==> src/design/info_frame_receiver_defines.svh <==
// ----------------------------------------------------------------------------
// info_frame_receiver_defines.svh
// Assertion macros used by the info frame receiver parser.
// ----------------------------------------------------------------------------
`ifndef INFO_FRAME_RECEIVER_DEFINES_SVH
`define INFO_FRAME_RECEIVER_DEFINES_SVH

// Same-cycle implication, disabled while reset is held.
`define IFR_ASSERT_NOW(label, clk, rst_n, ante, cons) \
  label: assert property (@(posedge clk) disable iff (!rst_n) (ante) |-> (cons)) \
    else $error("info_frame_receiver: same-cycle check failed");

// Next-cycle implication, disabled while reset is held.
`define IFR_ASSERT_NEXT(label, clk, rst_n, ante, cons) \
  label: assert property (@(posedge clk) disable iff (!rst_n) (ante) |=> (cons)) \
    else $error("info_frame_receiver: next-cycle check failed");

`endif

==> src/design/ifr_pkg.sv <==
// ----------------------------------------------------------------------------
// ifr_pkg
// Types and constants of the info frame receiver.
// ----------------------------------------------------------------------------
`timescale 1ns / 1ps
`default_nettype none

package ifr_pkg;

  localparam int unsigned CfgIdxW = 3;

  // Configuration register indexes.
  localparam logic [CfgIdxW-1:0] CFG_FLAG      = 3'd0;
  localparam logic [CfgIdxW-1:0] CFG_ADDRESS   = 3'd1;
  localparam logic [CfgIdxW-1:0] CFG_ESCAPE    = 3'd2;
  localparam logic [CfgIdxW-1:0] CFG_STUFFMASK = 3'd3;
  localparam logic [CfgIdxW-1:0] CFG_CTRLSEQ0  = 3'd4;
  localparam logic [CfgIdxW-1:0] CFG_CTRLSEQ1  = 3'd5;

  // Register values after reset.
  localparam logic [7:0] RST_FLAG      = 8'h7E;
  localparam logic [7:0] RST_ADDRESS   = 8'h03;
  localparam logic [7:0] RST_ESCAPE    = 8'h7D;
  localparam logic [7:0] RST_STUFFMASK = 8'h20;
  localparam logic [7:0] RST_CTRLSEQ0  = 8'h00;
  localparam logic [7:0] RST_CTRLSEQ1  = 8'h40;

  // Result kinds.
  localparam logic [1:0] KIND_PAYLOAD = 2'd0;
  localparam logic [1:0] KIND_STATUS  = 2'd1;
  localparam logic [1:0] KIND_REJECT  = 2'd2;

  // Frame status codes.
  localparam logic [1:0] ST_ACCEPTED  = 2'd0;
  localparam logic [1:0] ST_CHECK_ERR = 2'd1;
  localparam logic [1:0] ST_DUPLICATE = 2'd2;

  // Reply codes.
  localparam logic [1:0] REPLY_NONE   = 2'd0;
  localparam logic [1:0] REPLY_READY  = 2'd1;
  localparam logic [1:0] REPLY_REJECT = 2'd2;

  typedef struct packed {
    logic [7:0] flag_byte;
    logic [7:0] address_byte;
    logic [7:0] escape_byte;
    logic [7:0] stuff_mask;
    logic [7:0] ctrl_seq0;
    logic [7:0] ctrl_seq1;
  } cfg_t;

  typedef struct packed {
    logic [7:0] rx_byte;
  } in_item_t;

  typedef struct packed {
    logic [1:0] out_kind;
    logic [7:0] payload_byte;
    logic [1:0] frame_status;
    logic [1:0] reply_kind;
    logic       reply_seq;
  } res_t;

endpackage

`default_nettype wire

==> src/design/ifr_stream_if.sv <==
// ----------------------------------------------------------------------------
// ifr_stream_if
// Valid/ready request channel carrying one payload struct.
// ----------------------------------------------------------------------------
`timescale 1ns / 1ps
`default_nettype none

interface ifr_stream_if #(
  parameter type payload_t = logic [7:0]
);
  logic     valid;
  logic     ready;
  payload_t payload;

  modport source (output valid, output payload, input ready);
  modport sink   (input valid, input payload, output ready);
endinterface

`default_nettype wire

==> src/design/ifr_cfg_regs.sv <==
// ----------------------------------------------------------------------------
// ifr_cfg_regs
// Configuration register file written through a plain write port.
// ----------------------------------------------------------------------------
`timescale 1ns / 1ps
`default_nettype none

module ifr_cfg_regs (
  input  wire logic                         clk,
  input  wire logic                         rst_n,
  input  wire logic                         cfg_we,
  input  wire logic [ifr_pkg::CfgIdxW-1:0]  cfg_index,
  input  wire logic [7:0]                   cfg_wdata,
  output ifr_pkg::cfg_t                     cfg_o
);

  ifr_pkg::cfg_t cfg_r;

  always_ff @(posedge clk) begin
    if (!rst_n) begin
      cfg_r.flag_byte    <= ifr_pkg::RST_FLAG;
      cfg_r.address_byte <= ifr_pkg::RST_ADDRESS;
      cfg_r.escape_byte  <= ifr_pkg::RST_ESCAPE;
      cfg_r.stuff_mask   <= ifr_pkg::RST_STUFFMASK;
      cfg_r.ctrl_seq0    <= ifr_pkg::RST_CTRLSEQ0;
      cfg_r.ctrl_seq1    <= ifr_pkg::RST_CTRLSEQ1;
    end else if (cfg_we) begin
      case (cfg_index)
        ifr_pkg::CFG_FLAG:      cfg_r.flag_byte    <= cfg_wdata;
        ifr_pkg::CFG_ADDRESS:   cfg_r.address_byte <= cfg_wdata;
        ifr_pkg::CFG_ESCAPE:    cfg_r.escape_byte  <= cfg_wdata;
        ifr_pkg::CFG_STUFFMASK: cfg_r.stuff_mask   <= cfg_wdata;
        ifr_pkg::CFG_CTRLSEQ0:  cfg_r.ctrl_seq0    <= cfg_wdata;
        ifr_pkg::CFG_CTRLSEQ1:  cfg_r.ctrl_seq1    <= cfg_wdata;
        default: ;
      endcase
    end
  end

  assign cfg_o = cfg_r;

endmodule

`default_nettype wire

==> src/design/ifr_parser.sv <==
// ----------------------------------------------------------------------------
// ifr_parser
// Per-byte frame parser: header checks, destuffing, held byte and XOR check.
// ----------------------------------------------------------------------------
`timescale 1ns / 1ps
`default_nettype none
`include "info_frame_receiver_defines.svh"

module ifr_parser (
  input  wire logic          clk,
  input  wire logic          rst_n,
  input  wire ifr_pkg::cfg_t cfg_i,
  input  wire logic          fire_i,
  input  wire logic [7:0]    rx_byte_i,
  output logic               res_valid_o,
  output ifr_pkg::res_t      res_o
);

  typedef enum logic [2:0] {
    PH_HUNT = 3'd0,
    PH_ADDR = 3'd1,
    PH_CTRL = 3'd2,
    PH_HCHK = 3'd3,
    PH_DATA = 3'd4
  } phase_t;

  phase_t     phase_r, phase_nxt;
  logic       rseq_r, rseq_nxt;
  logic       eseq_r, eseq_nxt;
  logic       esc_pend_r, esc_pend_nxt;
  logic [7:0] held_r, held_nxt;
  logic       held_v_r, held_v_nxt;
  logic [7:0] xor_r, xor_nxt;
  logic       esc_err_r, esc_err_nxt;

  always_comb begin
    logic       have;
    logic [7:0] decoded;
    logic [7:0] ctrl_sel;

    have         = 1'b0;
    decoded      = 8'h00;
    ctrl_sel     = rseq_r ? cfg_i.ctrl_seq1 : cfg_i.ctrl_seq0;
    phase_nxt    = phase_r;
    rseq_nxt     = rseq_r;
    eseq_nxt     = eseq_r;
    esc_pend_nxt = esc_pend_r;
    held_nxt     = held_r;
    held_v_nxt   = held_v_r;
    xor_nxt      = xor_r;
    esc_err_nxt  = esc_err_r;
    res_valid_o  = 1'b0;
    res_o        = '0;

    if (fire_i) begin
      case (phase_r)
        PH_ADDR: begin
          if (rx_byte_i == cfg_i.address_byte) begin
            phase_nxt = PH_CTRL;
          end else if (rx_byte_i != cfg_i.flag_byte) begin
            phase_nxt = PH_HUNT;
          end
        end
        PH_CTRL: begin
          // Equal control registers resolve to sequence 0.
          if (rx_byte_i == cfg_i.ctrl_seq0) begin
            rseq_nxt  = 1'b0;
            phase_nxt = PH_HCHK;
          end else if (rx_byte_i == cfg_i.ctrl_seq1) begin
            rseq_nxt  = 1'b1;
            phase_nxt = PH_HCHK;
          end else if (rx_byte_i == cfg_i.flag_byte) begin
            phase_nxt = PH_ADDR;
          end else begin
            phase_nxt = PH_HUNT;
          end
        end
        PH_HCHK: begin
          if (rx_byte_i == (ctrl_sel ^ cfg_i.address_byte)) begin
            phase_nxt    = PH_DATA;
            esc_pend_nxt = 1'b0;
            held_v_nxt   = 1'b0;
            held_nxt     = 8'h00;
            xor_nxt      = 8'h00;
            esc_err_nxt  = 1'b0;
          end else if (rx_byte_i == cfg_i.flag_byte) begin
            phase_nxt = PH_ADDR;
          end else begin
            phase_nxt          = PH_HUNT;
            res_valid_o        = 1'b1;
            res_o.out_kind     = ifr_pkg::KIND_REJECT;
            res_o.reply_kind   = ifr_pkg::REPLY_REJECT;
            res_o.reply_seq    = ~rseq_r;
          end
        end
        PH_DATA: begin
          if (rx_byte_i == cfg_i.flag_byte) begin
            phase_nxt      = PH_HUNT;
            res_valid_o    = 1'b1;
            res_o.out_kind = ifr_pkg::KIND_STATUS;
            if (esc_err_r || esc_pend_r || !held_v_r || (xor_r != held_r)) begin
              res_o.frame_status = ifr_pkg::ST_CHECK_ERR;
              res_o.reply_kind   = ifr_pkg::REPLY_REJECT;
              res_o.reply_seq    = ~rseq_r;
            end else if (rseq_r == eseq_r) begin
              res_o.frame_status = ifr_pkg::ST_ACCEPTED;
              res_o.reply_kind   = ifr_pkg::REPLY_READY;
              res_o.reply_seq    = ~eseq_r;
              eseq_nxt           = ~eseq_r;
            end else begin
              res_o.frame_status = ifr_pkg::ST_DUPLICATE;
              res_o.reply_kind   = ifr_pkg::REPLY_READY;
              res_o.reply_seq    = ~eseq_r;
            end
            esc_pend_nxt = 1'b0;
            held_v_nxt   = 1'b0;
          end else begin
            if (esc_pend_r) begin
              esc_pend_nxt = 1'b0;
              if (rx_byte_i == (cfg_i.flag_byte ^ cfg_i.stuff_mask)) begin
                decoded = cfg_i.flag_byte;
                have    = 1'b1;
              end else if (rx_byte_i == (cfg_i.escape_byte ^ cfg_i.stuff_mask)) begin
                decoded = cfg_i.escape_byte;
                have    = 1'b1;
              end else begin
                esc_err_nxt = 1'b1;
              end
            end else if (rx_byte_i == cfg_i.escape_byte) begin
              esc_pend_nxt = 1'b1;
            end else begin
              decoded = rx_byte_i;
              have    = 1'b1;
            end
            // One decoded byte is always held back so the check byte is
            // never delivered.
            if (have) begin
              held_nxt   = decoded;
              held_v_nxt = 1'b1;
              if (held_v_r) begin
                xor_nxt            = xor_r ^ held_r;
                res_valid_o        = 1'b1;
                res_o.out_kind     = ifr_pkg::KIND_PAYLOAD;
                res_o.payload_byte = held_r;
              end
            end
          end
        end
        default: begin
          phase_nxt = (rx_byte_i == cfg_i.flag_byte) ? PH_ADDR : PH_HUNT;
        end
      endcase
    end
  end

  always_ff @(posedge clk) begin
    if (!rst_n) begin
      phase_r    <= PH_HUNT;
      rseq_r     <= 1'b0;
      eseq_r     <= 1'b0;
      esc_pend_r <= 1'b0;
      held_r     <= 8'h00;
      held_v_r   <= 1'b0;
      xor_r      <= 8'h00;
      esc_err_r  <= 1'b0;
    end else begin
      phase_r    <= phase_nxt;
      rseq_r     <= rseq_nxt;
      eseq_r     <= eseq_nxt;
      esc_pend_r <= esc_pend_nxt;
      held_r     <= held_nxt;
      held_v_r   <= held_v_nxt;
      xor_r      <= xor_nxt;
      esc_err_r  <= esc_err_nxt;
    end
  end

  `IFR_ASSERT_NEXT(a_close_clears, clk, rst_n,
    fire_i && (phase_r == PH_DATA) && (rx_byte_i == cfg_i.flag_byte),
    (phase_r == PH_HUNT) && !held_v_r && !esc_pend_r)
  `IFR_ASSERT_NEXT(a_accept_toggles, clk, rst_n,
    res_valid_o && (res_o.out_kind == ifr_pkg::KIND_STATUS) &&
    (res_o.frame_status == ifr_pkg::ST_ACCEPTED),
    eseq_r != $past(eseq_r))
  `IFR_ASSERT_NOW(a_payload_from_data, clk, rst_n,
    res_valid_o && (res_o.out_kind == ifr_pkg::KIND_PAYLOAD),
    (phase_r == PH_DATA) && held_v_r)

endmodule

`default_nettype wire

==> src/design/ifr_out_stage.sv <==
// ----------------------------------------------------------------------------
// ifr_out_stage
// Result register with a skid entry that decouples the two handshakes.
// ----------------------------------------------------------------------------
`timescale 1ns / 1ps
`default_nettype none

module ifr_out_stage (
  input  wire logic          clk,
  input  wire logic          rst_n,
  input  wire logic          push_i,
  input  wire ifr_pkg::res_t push_data_i,
  output logic               space_o,
  output logic               out_valid_o,
  input  wire logic          out_ready_i,
  output ifr_pkg::res_t      out_data_o
);

  logic          main_v_r, main_v_nxt;
  logic          skid_v_r, skid_v_nxt;
  ifr_pkg::res_t main_r, main_nxt;
  ifr_pkg::res_t skid_r, skid_nxt;
  logic          pop;

  assign pop     = main_v_r && out_ready_i;
  assign space_o = !skid_v_r;

  always_comb begin
    main_v_nxt = main_v_r;
    skid_v_nxt = skid_v_r;
    main_nxt   = main_r;
    skid_nxt   = skid_r;
    if (skid_v_r) begin
      if (pop) begin
        main_nxt   = skid_r;
        skid_v_nxt = 1'b0;
      end
    end else if (push_i) begin
      if (!main_v_r || pop) begin
        main_nxt   = push_data_i;
        main_v_nxt = 1'b1;
      end else begin
        skid_nxt   = push_data_i;
        skid_v_nxt = 1'b1;
      end
    end else if (pop) begin
      main_v_nxt = 1'b0;
    end
  end

  always_ff @(posedge clk) begin
    if (!rst_n) begin
      main_v_r <= 1'b0;
      skid_v_r <= 1'b0;
    end else begin
      main_v_r <= main_v_nxt;
      skid_v_r <= skid_v_nxt;
    end
    main_r <= main_nxt;
    skid_r <= skid_nxt;
  end

  assign out_valid_o = main_v_r;
  assign out_data_o  = main_r;

endmodule

`default_nettype wire

==> src/design/info_frame_receiver.sv <==
// ----------------------------------------------------------------------------
// info_frame_receiver
// Receive side of a stop-and-wait, HDLC-style information frame link.
// ----------------------------------------------------------------------------
// Usage:
//   Line bytes enter one per request on in_rx (payload field rx_byte). Each
//   byte yields zero or one result request on out_res: a destuffed payload
//   byte, a frame end status with the reply to send, or a header reject.
//   The trailing check byte of a frame is never delivered as payload.
//   Each result is registered in the result register, or in the skid entry
//   when that one is full. Throughput: one byte per cycle while the skid
//   entry is free, set by the single pass through the parser.
//   Stalls: a result register plus one skid entry sit after the parser; the
//   input keeps taking bytes while one result waits, and in_rx.ready drops
//   only when both entries are full, so nothing is lost or repeated.
//   Reset (rst_n low, synchronous): the configuration registers return to
//   their defaults, the parser hunts for an opening flag, the expected
//   sequence is zero and both result entries are emptied.
//   Configuration: cfg_we writes cfg_wdata to register cfg_index (flag,
//   address, escape, stuff mask, control for sequence 0 and 1); write only
//   while no bytes are in flight.
// ----------------------------------------------------------------------------
`timescale 1ns / 1ps
`default_nettype none

module info_frame_receiver (
  input  wire logic                        clk,
  input  wire logic                        rst_n,
  input  wire logic                        cfg_we,
  input  wire logic [ifr_pkg::CfgIdxW-1:0] cfg_index,
  input  wire logic [7:0]                  cfg_wdata,
  ifr_stream_if.sink                       in_rx,
  ifr_stream_if.source                     out_res
);

  ifr_pkg::cfg_t    cfg;
  ifr_pkg::in_item_t in_item;
  ifr_pkg::res_t    res;
  ifr_pkg::res_t    out_data;
  logic             res_valid;
  logic             space;
  logic             fire;

  // A byte is taken whenever the skid entry is free.
  assign in_rx.ready = space;
  assign fire        = in_rx.valid && space;
  assign in_item     = in_rx.payload;

  ifr_cfg_regs u_cfg (
    .clk       (clk),
    .rst_n     (rst_n),
    .cfg_we    (cfg_we),
    .cfg_index (cfg_index),
    .cfg_wdata (cfg_wdata),
    .cfg_o     (cfg)
  );

  ifr_parser u_parser (
    .clk         (clk),
    .rst_n       (rst_n),
    .cfg_i       (cfg),
    .fire_i      (fire),
    .rx_byte_i   (in_item.rx_byte),
    .res_valid_o (res_valid),
    .res_o       (res)
  );

  ifr_out_stage u_out (
    .clk         (clk),
    .rst_n       (rst_n),
    .push_i      (res_valid),
    .push_data_i (res),
    .space_o     (space),
    .out_valid_o (out_res.valid),
    .out_ready_i (out_res.ready),
    .out_data_o  (out_data)
  );

  assign out_res.payload = out_data;

endmodule

`default_nettype wire
==> src/flat_wrapper.sv <==
// flat-port wrapper written by rule: the top's interface ports become plain ports
module info_frame_receiver_flat 
  (clk, rst_n, cfg_we, cfg_index, cfg_wdata, in_rx_valid, in_rx_payload, in_rx_ready, out_res_valid, out_res_payload, out_res_ready);
  ifr_stream_if in_rx_i ();
  ifr_stream_if out_res_i ();
  input  wire logic clk;
  input  wire logic rst_n;
  input  wire logic cfg_we;
  input  wire logic [ifr_pkg::CfgIdxW-1:0] cfg_index;
  input  wire logic [7:0] cfg_wdata;
  input wire logic [$bits(in_rx_i.valid)-1:0] in_rx_valid;
  input wire logic [$bits(in_rx_i.payload)-1:0] in_rx_payload;
  output wire logic [$bits(in_rx_i.ready)-1:0] in_rx_ready;
  output wire logic [$bits(out_res_i.valid)-1:0] out_res_valid;
  output wire logic [$bits(out_res_i.payload)-1:0] out_res_payload;
  input wire logic [$bits(out_res_i.ready)-1:0] out_res_ready;
  assign in_rx_i.valid = in_rx_valid;
  assign in_rx_i.payload = in_rx_payload;
  assign in_rx_ready = in_rx_i.ready;
  assign out_res_valid = out_res_i.valid;
  assign out_res_payload = out_res_i.payload;
  assign out_res_i.ready = out_res_ready;
  info_frame_receiver u_core (.clk(clk), .rst_n(rst_n), .cfg_we(cfg_we), .cfg_index(cfg_index), .cfg_wdata(cfg_wdata), .in_rx(in_rx_i), .out_res(out_res_i));
endmodule
==> config.mk <==
export PLATFORM = sky130hd
export DESIGN_NAME = info_frame_receiver_flat
export DESIGN_NICKNAME = d
export VERILOG_FILES = /design/src/design/ifr_pkg.sv /design/src/design/ifr_stream_if.sv /design/src/design/ifr_cfg_regs.sv /design/src/design/ifr_parser.sv /design/src/design/ifr_out_stage.sv /design/src/design/info_frame_receiver.sv /design/src/flat_wrapper.sv
export VERILOG_INCLUDE_DIRS = /design/src /design/src/design
export SDC_FILE = /design/constraint.sdc
export NUM_CORES = 1
export LEC_CHECK = 0
export ABC_AREA = 0
export ABC_CLOCK_PERIOD_IN_PS = 2800
export BUFFER_PORTS_ARGS = -buffer_cell sky130_fd_sc_hd__buf_2
export CELL_PAD_IN_SITES_DETAIL_PLACEMENT = 1
export CELL_PAD_IN_SITES_GLOBAL_PLACEMENT = 2
export CORE_MARGIN = 2
export CORE_UTILIZATION = 35
export CTS_BUF_LIST = sky130_fd_sc_hd__clkbuf_8
export DETAILED_ROUTE_END_ITERATION = 8
export PLACE_DENSITY = 0.89
export RECOVER_POWER = 100
export SYNTH_ARGS = -nofsm -noshare
export SYNTH_HDL_FRONTEND = slang
export SYNTH_SLANG_ARGS = --single-unit
==> constraint.sdc <==
create_clock -name clk -period 2.8 [get_ports clk]
set_input_delay 0.56 -clock clk [delete_from_list [all_inputs] [get_ports clk]]
set_output_delay 0.56 -clock clk [all_outputs]
set_load 0.05 [all_outputs]
### Yosys cells after proc, flatten, opt, wreduce, memory -nomap -nowiden

Index checks and enable logic that the tools add are counted.

* equal/unequal tests: 32
* muxes and demuxes: 72
* bitwise logic cells: 9
* reduce and logical (&&, ||, !) cells: 32

Operators by type and width (number)
* $mux W8: 16
* $eq A8 B8 Y1: 8
* $mux W1: 33
* $pmux W8 S2: 2
* $xor A8 B8 Y8: 4
* $mux W3: 9
* $mux W5: 4
* $ne A2 B2 Y1 const B: 9
* $reduce_and A3 Y1: 6
* $ne A8 B8 Y1: 2
* $eq A3 B2 Y1 const B: 4
* $pmux W3 S4: 1
* $reduce_and A2 Y1: 6
* $reduce_and A5 Y1: 2
* $reduce_bool A2 Y1: 5
* $eq A3 B3 Y1 const B: 3
* $pmux W1 S2: 4
* $reduce_and A7 Y1: 1
* $eq A3 B1 Y1 const B: 2
* $ne A3 B3 Y1 const B: 2
* $pmux W3 S2: 1
* $reduce_and A6 Y1: 1
* $not A1 Y1: 5
* $logic_or A1 B1 Y1: 4
* 7 further kinds: 11

* register bits after elaboration: 90
* input bits: 24
* output and inout port bits: 10
* logic and storage cells: 169

### Logic depth before layout (Yosys ltp)

* depth in word-level cells: 15
* mapped depth: 9
* depth with buffers taken out: 7

### Hierarchy

A second synthesis with hierarchy kept.

* cells, all modules: 522
* area total of the unflattened synthesis: 5627.9 um^2

Modules (own cells, without submodules)
* ifr_parser: instances 1, cells an instance 281, area each 2546.2 um^2, seq. area each 480.5 um^2
* ifr_cfg_regs: instances 1, cells an instance 179, area each 1873.0 um^2, seq. area each 960.9 um^2
* ifr_out_stage: instances 1, cells an instance 61, area each 1202.4 um^2, seq. area each 940.9 um^2
* info_frame_receiver: instances 1, cells an instance 1, area each 6.3 um^2, seq. area each 0.0 um^2

### Least setup slack after synthesis

No wires, ideal clock.

* path type: input -> register
* start: input port in_rx_payload[5]
* end: register u_core.u_out.main_r, in the netlist u_core.u_out.out_data_o[0] (enable)
* setup time: 0.375 ns
* arrival: 2.424 ns
* required time: 2.425 ns
* path slack: 0.001 ns
* cell stages on the path: 8
* path buffers: 1
* path through: clkbuf_1 -> xnor3_1 -> nand4_1 -> nor4_4 -> nor3b_2 -> and3b_1 -> nor3_1 -> a21oi_1

* longest elaborated chain between the ends: 13
* elaborated cells between the ends (all ways): 20
* those cells by class: eq/ne (5); mux (13); reduce/logical (2)

RTL lines
* start: declaration: line flat_wrapper.sv:12 `input wire logic [$bits(in_rx_i.payload)-1:0] in_rx_payload;`
* $eq A8 B8 Y1: line ifr_parser.sv:123 `end else if (rx_byte_i == (cfg_i.escape_byte ^ cfg_i.stuff_mask)) begin`
* $mux W1: line ifr_parser.sv:123
* $mux W1: line ifr_parser.sv:120 `if (rx_byte_i == (cfg_i.flag_byte ^ cfg_i.stuff_mask)) begin`
* $mux W1: line ifr_parser.sv:118 `if (esc_pend_r) begin`
* $mux W1: line ifr_parser.sv:97 `if (rx_byte_i == cfg_i.flag_byte) begin`
* $mux W1: line ifr_parser.sv:56 `case (phase_r)`
* $mux W1: line ifr_parser.sv:55 `if (fire_i) begin`
* $mux W1: line ifr_parser.sv:137 `if (have) begin`
* $mux W1: line ifr_parser.sv:97
* $pmux W1 S2 *: line ifr_parser.sv:56
* $mux W1 *: line ifr_parser.sv:55
* $reduce_bool A2 Y1 (no source line) *
* $reduce_and A3 Y1 (no source line) *
* end signal: assignment: line ifr_out_stage.sv:59 `main_r <= main_nxt;`
* end: declaration: line ifr_out_stage.sv:21 `ifr_pkg::res_t main_r, main_nxt;`

Mark *: on every way between the ends. The rest lies on a longest branch, timed or not. The select of a mux whose other input is x is not followed.
A chain may end at the register's enable or synchronous reset.

### Final worst setup path

* start: register u_core.u_cfg.cfg_r, in the netlist u_core.u_cfg.cfg_o[18]
* end: register u_core.u_parser.xor_r[5]

* longest elaborated chain between the ends: 10
* elaborated cells between the ends (all ways): 12
* those cells by class: eq/ne (3); mux (6); bitwise (2); reduce/logical (1)

RTL lines
* start: declaration: line ifr_cfg_regs.sv:17 `ifr_pkg::cfg_t cfg_r;`
* $xor A8 B8 Y8: line ifr_parser.sv:123
* $eq A8 B8 Y1: line ifr_parser.sv:123
* $mux W1: line ifr_parser.sv:123
* $mux W1 *: line ifr_parser.sv:120
* $mux W1 *: line ifr_parser.sv:118
* $mux W1 *: line ifr_parser.sv:97
* $mux W1 *: line ifr_parser.sv:56
* $mux W1 *: line ifr_parser.sv:55
* $ne A2 B2 Y1 (no source line) *
* $reduce_and A6 Y1 (no source line) *
* end signal: assignment: line ifr_parser.sv:173 `xor_r <= xor_nxt;`
* end: declaration: line ifr_parser.sv:33 `logic [7:0] xor_r, xor_nxt;`

Marked as above.

==> results.py <==
metrics = {
    "clocking": {
        "cts_hold_buf": 0,
        "clockBufferDepth": 2,
        "clk_pin_slew_ns": 0.09,
        "numCtsBuffers": 9,
        "cts_root_buf": "clkbuf_8",
        "clk_latency_ns": 0.38,
        "ctsResizeCount": 0,
        "cts_num_sinks": 90,
        "cts_setup_buffers": 0,
        "cts_tree": "built",
        "h-tree-depth": 3,
    },
    "finish": {
        "n_antenna_cell": 0,
        "instances_no_fill": 791,
        "final_nets": 630,
        "drive_gt1_share_pct": 11.0,
        "final_cell_mix": "nand2_1 (145), dfxtp_1 (74), a21oi_1 (44)",
        "areaGrowthSynthToFinish_pct": 12.9,
        "fill_cells": 1662,
        "layout_commonest_cell": "nand2_1",
    },
    "routing": {
        "drcViolationCount": 0,
        "drt_iter0_drc": 146,
        "drt-pass1-iter-count": 4,
        "vias_per_cell": 5.17,
        "drt_wl_total_um": 14400,
        "vias": 4087,
        "drtAntennaViolNets": 0,
        "wire_per_inst_um": 18.2,
    },
    "die": {
        "core_um2": 13800,
        "die-area_um2": 15000,
        "rows": 43,
        "die_w_um": 123,
        "die_y_um": 123,
        "ios": 34,
        "start_util_pct": 35.6,
    },
    "synthesis": {
        "synthDistinctLibCells": 48,
        "synth_xor_xnor_area_share_pct": 16.4,
        "synth_seq_area_share_pct": 39.9,
        "synth-edff-count": 16,
        "synth_ff_type": "dfxtp_1",
        "synth_compound_area_share_pct": 12.0,
        "syn_area_um2": 4920,
        "synth_top_family_by_area": "simple AND/OR/NAND/NOR gates",
        "syn_inst": 559,
        "async_reset_ff_share_pct": 0,
        "syn_area_per_cell_um2": 8.80,
        "ys_seq_elements": 90,
        "synthAdderAreaFrac_pct": 0,
        "ys_warn_count": 0,
        "yosys.area_share.simple_pct": 25.5,
        "syn-num-nets": 583,
        "synth_mux_area_share_pct": 3.46,
    },
    "timing": {
        "relSlewSlack_pct": 43.3,
        "setup_tns_ns": 0,
        "final.setup_skew_ns": 0.0171,
        "tightestPinTransition_ns": 0.844,
        "fmax_mhz": 386,
        "rsz0062_at_grt": "false",
        "period_share_pct": 92.6,
        "finalSetupViolations": 0,
        "period_minus_slack_ns": 2.59,
        "drv_slew": 0,
        "hold_viol": 0,
    },
    "global_route": {
        "grt_pass1_vias": 4385,
        "globalRouteOverflowTotal": 0,
        "antenna_found_initial": 0,
        "grt_max_degree": 39,
        "track_usage_pct": 20.5,
        "grt_pass1_wl_um": 23200,
    },
    "worst_setup_path": {
        "worstPathMaxFanout": 8,
        "end_kind": "flop",
        "required_ns": 3.12,
        "ff2ff_path_depth": 8,
        "critical_path_class": "flop to flop",
        "r2r_end": "u_core.u_parser.xor_r[5]",
        "crit_path_start": "u_core.u_cfg.cfg_o[18]",
        "crit_path_end": "u_core.u_parser.xor_r[5]",
        "cp.arrival_ns": 2.91,
        "r2r-start": "u_core.u_cfg.cfg_o[18]",
        "worst-r2r-setup-slack_ns": 0.21,
        "cp-start-kind": "flop",
    },
    "power": {
        "p_comb_share_pct": 9.8,
        "switching_power_w": 0.000639,
        "cellInternalPower_w": 0.00193,
        "peakVddDrop_uv": 334,
        "seq_power_share_pct": 52.7,
        "p_per_area_nw_per_um2": 463,
        "p_sw_share_pct": 24.9,
        "p_leak_nw": 2.17,
        "clkPwrFrac_pct": 37.5,
    },
    "placed_design": {
        "dp.cells": 775,
        "dpl.hpwl_um": 11200,
        "io_buffer_count": 33,
        "place.gp.congestion": 0.924,
    },
    "run_status": {
        "status": "completed",
    },
    "run": {
        "maxCapViolations": 0,
    },
    "hold_path": {
        "hold_class": "flop to flop",
    },
}
per-layer routing:
layer | share of wire (%) | vias to the layer above | routed length (um) | global-route usage (%)
li1 | - | 2007 | - | -
met1 | 42 | 1974 | 6100 | 23.3
met2 | 50 | 76 | 7220 | 36.8
met3 | 3.6 | 30 | 514 | 4.93
met4 | 3.7 | 0 | 537 | 8.41
met5 | 0 | - | 0 | 0
per-stage QoR:
stage               total power (W)  setup WS (ns)  cell area [um^2]  hold slack [ns]  util, %
floorplan                   0.00154       0.000911              4920            0.441        -
global placement            0.00163        -0.0247              5400            0.455     39.1
detailed placement          0.00164        -0.0902              5400            0.464     39.1
CTS                         0.00260          0.164              5610            0.469     40.6
global route                0.00268         0.0138              5550            0.489     40.2
finish                      0.00257          0.208              5550            0.476     40.2
synthesized netlist by cell type (all sizes together), types with 9 or more instances:
| library cell | number | area share, % |
|---|---|---|
| a21o | 14 | 2.1 |
| mux2i | 17 | 3.5 |
| a311o | 9 | 1.8 |
| dfxtp | 74 | 30 |
| a21oi | 46 | 5.3 |
| nor2 | 26 | 2.0 |
| nand2 | 145 | 11 |
| edfxtp | 16 | 9.8 |
| nand4 | 10 | 1.3 |
| xnor2 | 29 | 5.5 |
| clkbuf | 16 | 1.2 |
| nor4 | 10 | 1.6 |
| xor2 | 30 | 5.3 |
| nand3 | 23 | 2.3 |
| xnor3 | 12 | 5.5 |
| nand2b | 22 | 2.8 |
power groups by stage:
| stage | clock, W | combinational, W | sequential [W] |
|---|---|---|---|
| after floorplan | 0 | 0.000164 | 0.00137 |
| after global placement | 0 | 0.000243 | 0.00138 |
| after detailed placement | 0 | 0.000253 | 0.00138 |
| after CTS | 0.000989 | 0.000254 | 0.00135 |
| after global routing | 0.00105 | 0.000276 | 0.00136 |
| final | 0.000963 | 0.000251 | 0.00135 |
cells by family (layout without fill, tap and decap cells):
group | after synthesis | count (layout)
DFF | 90 | 90
and+or+nand+nor | 267 | 267
AOI/OAI and AO/OA | 85 | 85
buffers and inverters | 29 | 81
muxes | 17 | 17
xor gates and xnor gates | 71 | 71
how the worst min path moves through the flow:
stage | startpoint | endpoint | cells past startpoint
after detailed placement | u_core.u_parser.xor_r[4] | u_core.u_parser.xor_r[4] | 1
after floorplan | u_core.u_parser.xor_r[0] | u_core.u_parser.xor_r[0] | 1
after global routing | cfg_wdata[0] | u_core.u_cfg.cfg_o[8] | 3
final | u_core.u_parser.held_r[6] | u_core.u_parser.held_r[6] | 2
after global placement | u_core.u_parser.xor_r[4] | u_core.u_parser.xor_r[4] | 1
after CTS | cfg_wdata[0] | u_core.u_cfg.cfg_o[8] | 3
registers in the layout, indices dropped and copies added, names as in the netlist:
signal,flops
u_core.u_cfg.cfg_o,48
u_core.u_out.out_data_o,8
u_core.u_parser.eseq_r,1
u_core.u_parser.held_v_r,1
u_core.u_out.skid_r,8
u_core.u_out.skid_v_r,1
u_core.u_out.out_valid_o,1
u_core.u_parser.xor_r,8
u_core.u_parser.esc_err_r,1
u_core.u_parser.esc_pend_r,1
u_core.u_parser.rseq_r,1
u_core.u_parser.held_r,8
u_core.u_parser.phase_r,3
layout make-up:
| type | count | area (um^2) | share of cell area [%] |
|---|---|---|---|
| timing repair buffer | 59 | 344 | 6.20 |
| clock buffer | 9 | 124 | 2.23 |
| inverter | 6 | 22.5 | 0.406 |
| multi-input combinational | 440 | 2790 | 50.2 |
| clock inverter | 7 | 85.1 | 1.53 |
| tap | 180 | 225 | 4.06 |
| sequential | 90 | 1960 | 35.3 |
worst max-delay path, stage by stage (launching register included):
cell	delay [ns]
dfxtp_1	0.37
xnor3_1	0.39
nand4_1	0.10
nor4_1	0.42
nor3b_2	0.10
clkbuf_1	0.15
or4b_1	0.68
a21oi_1	0.21
a21o_1	0.10
No activity file was read; power rests on OpenSTA's default activity.
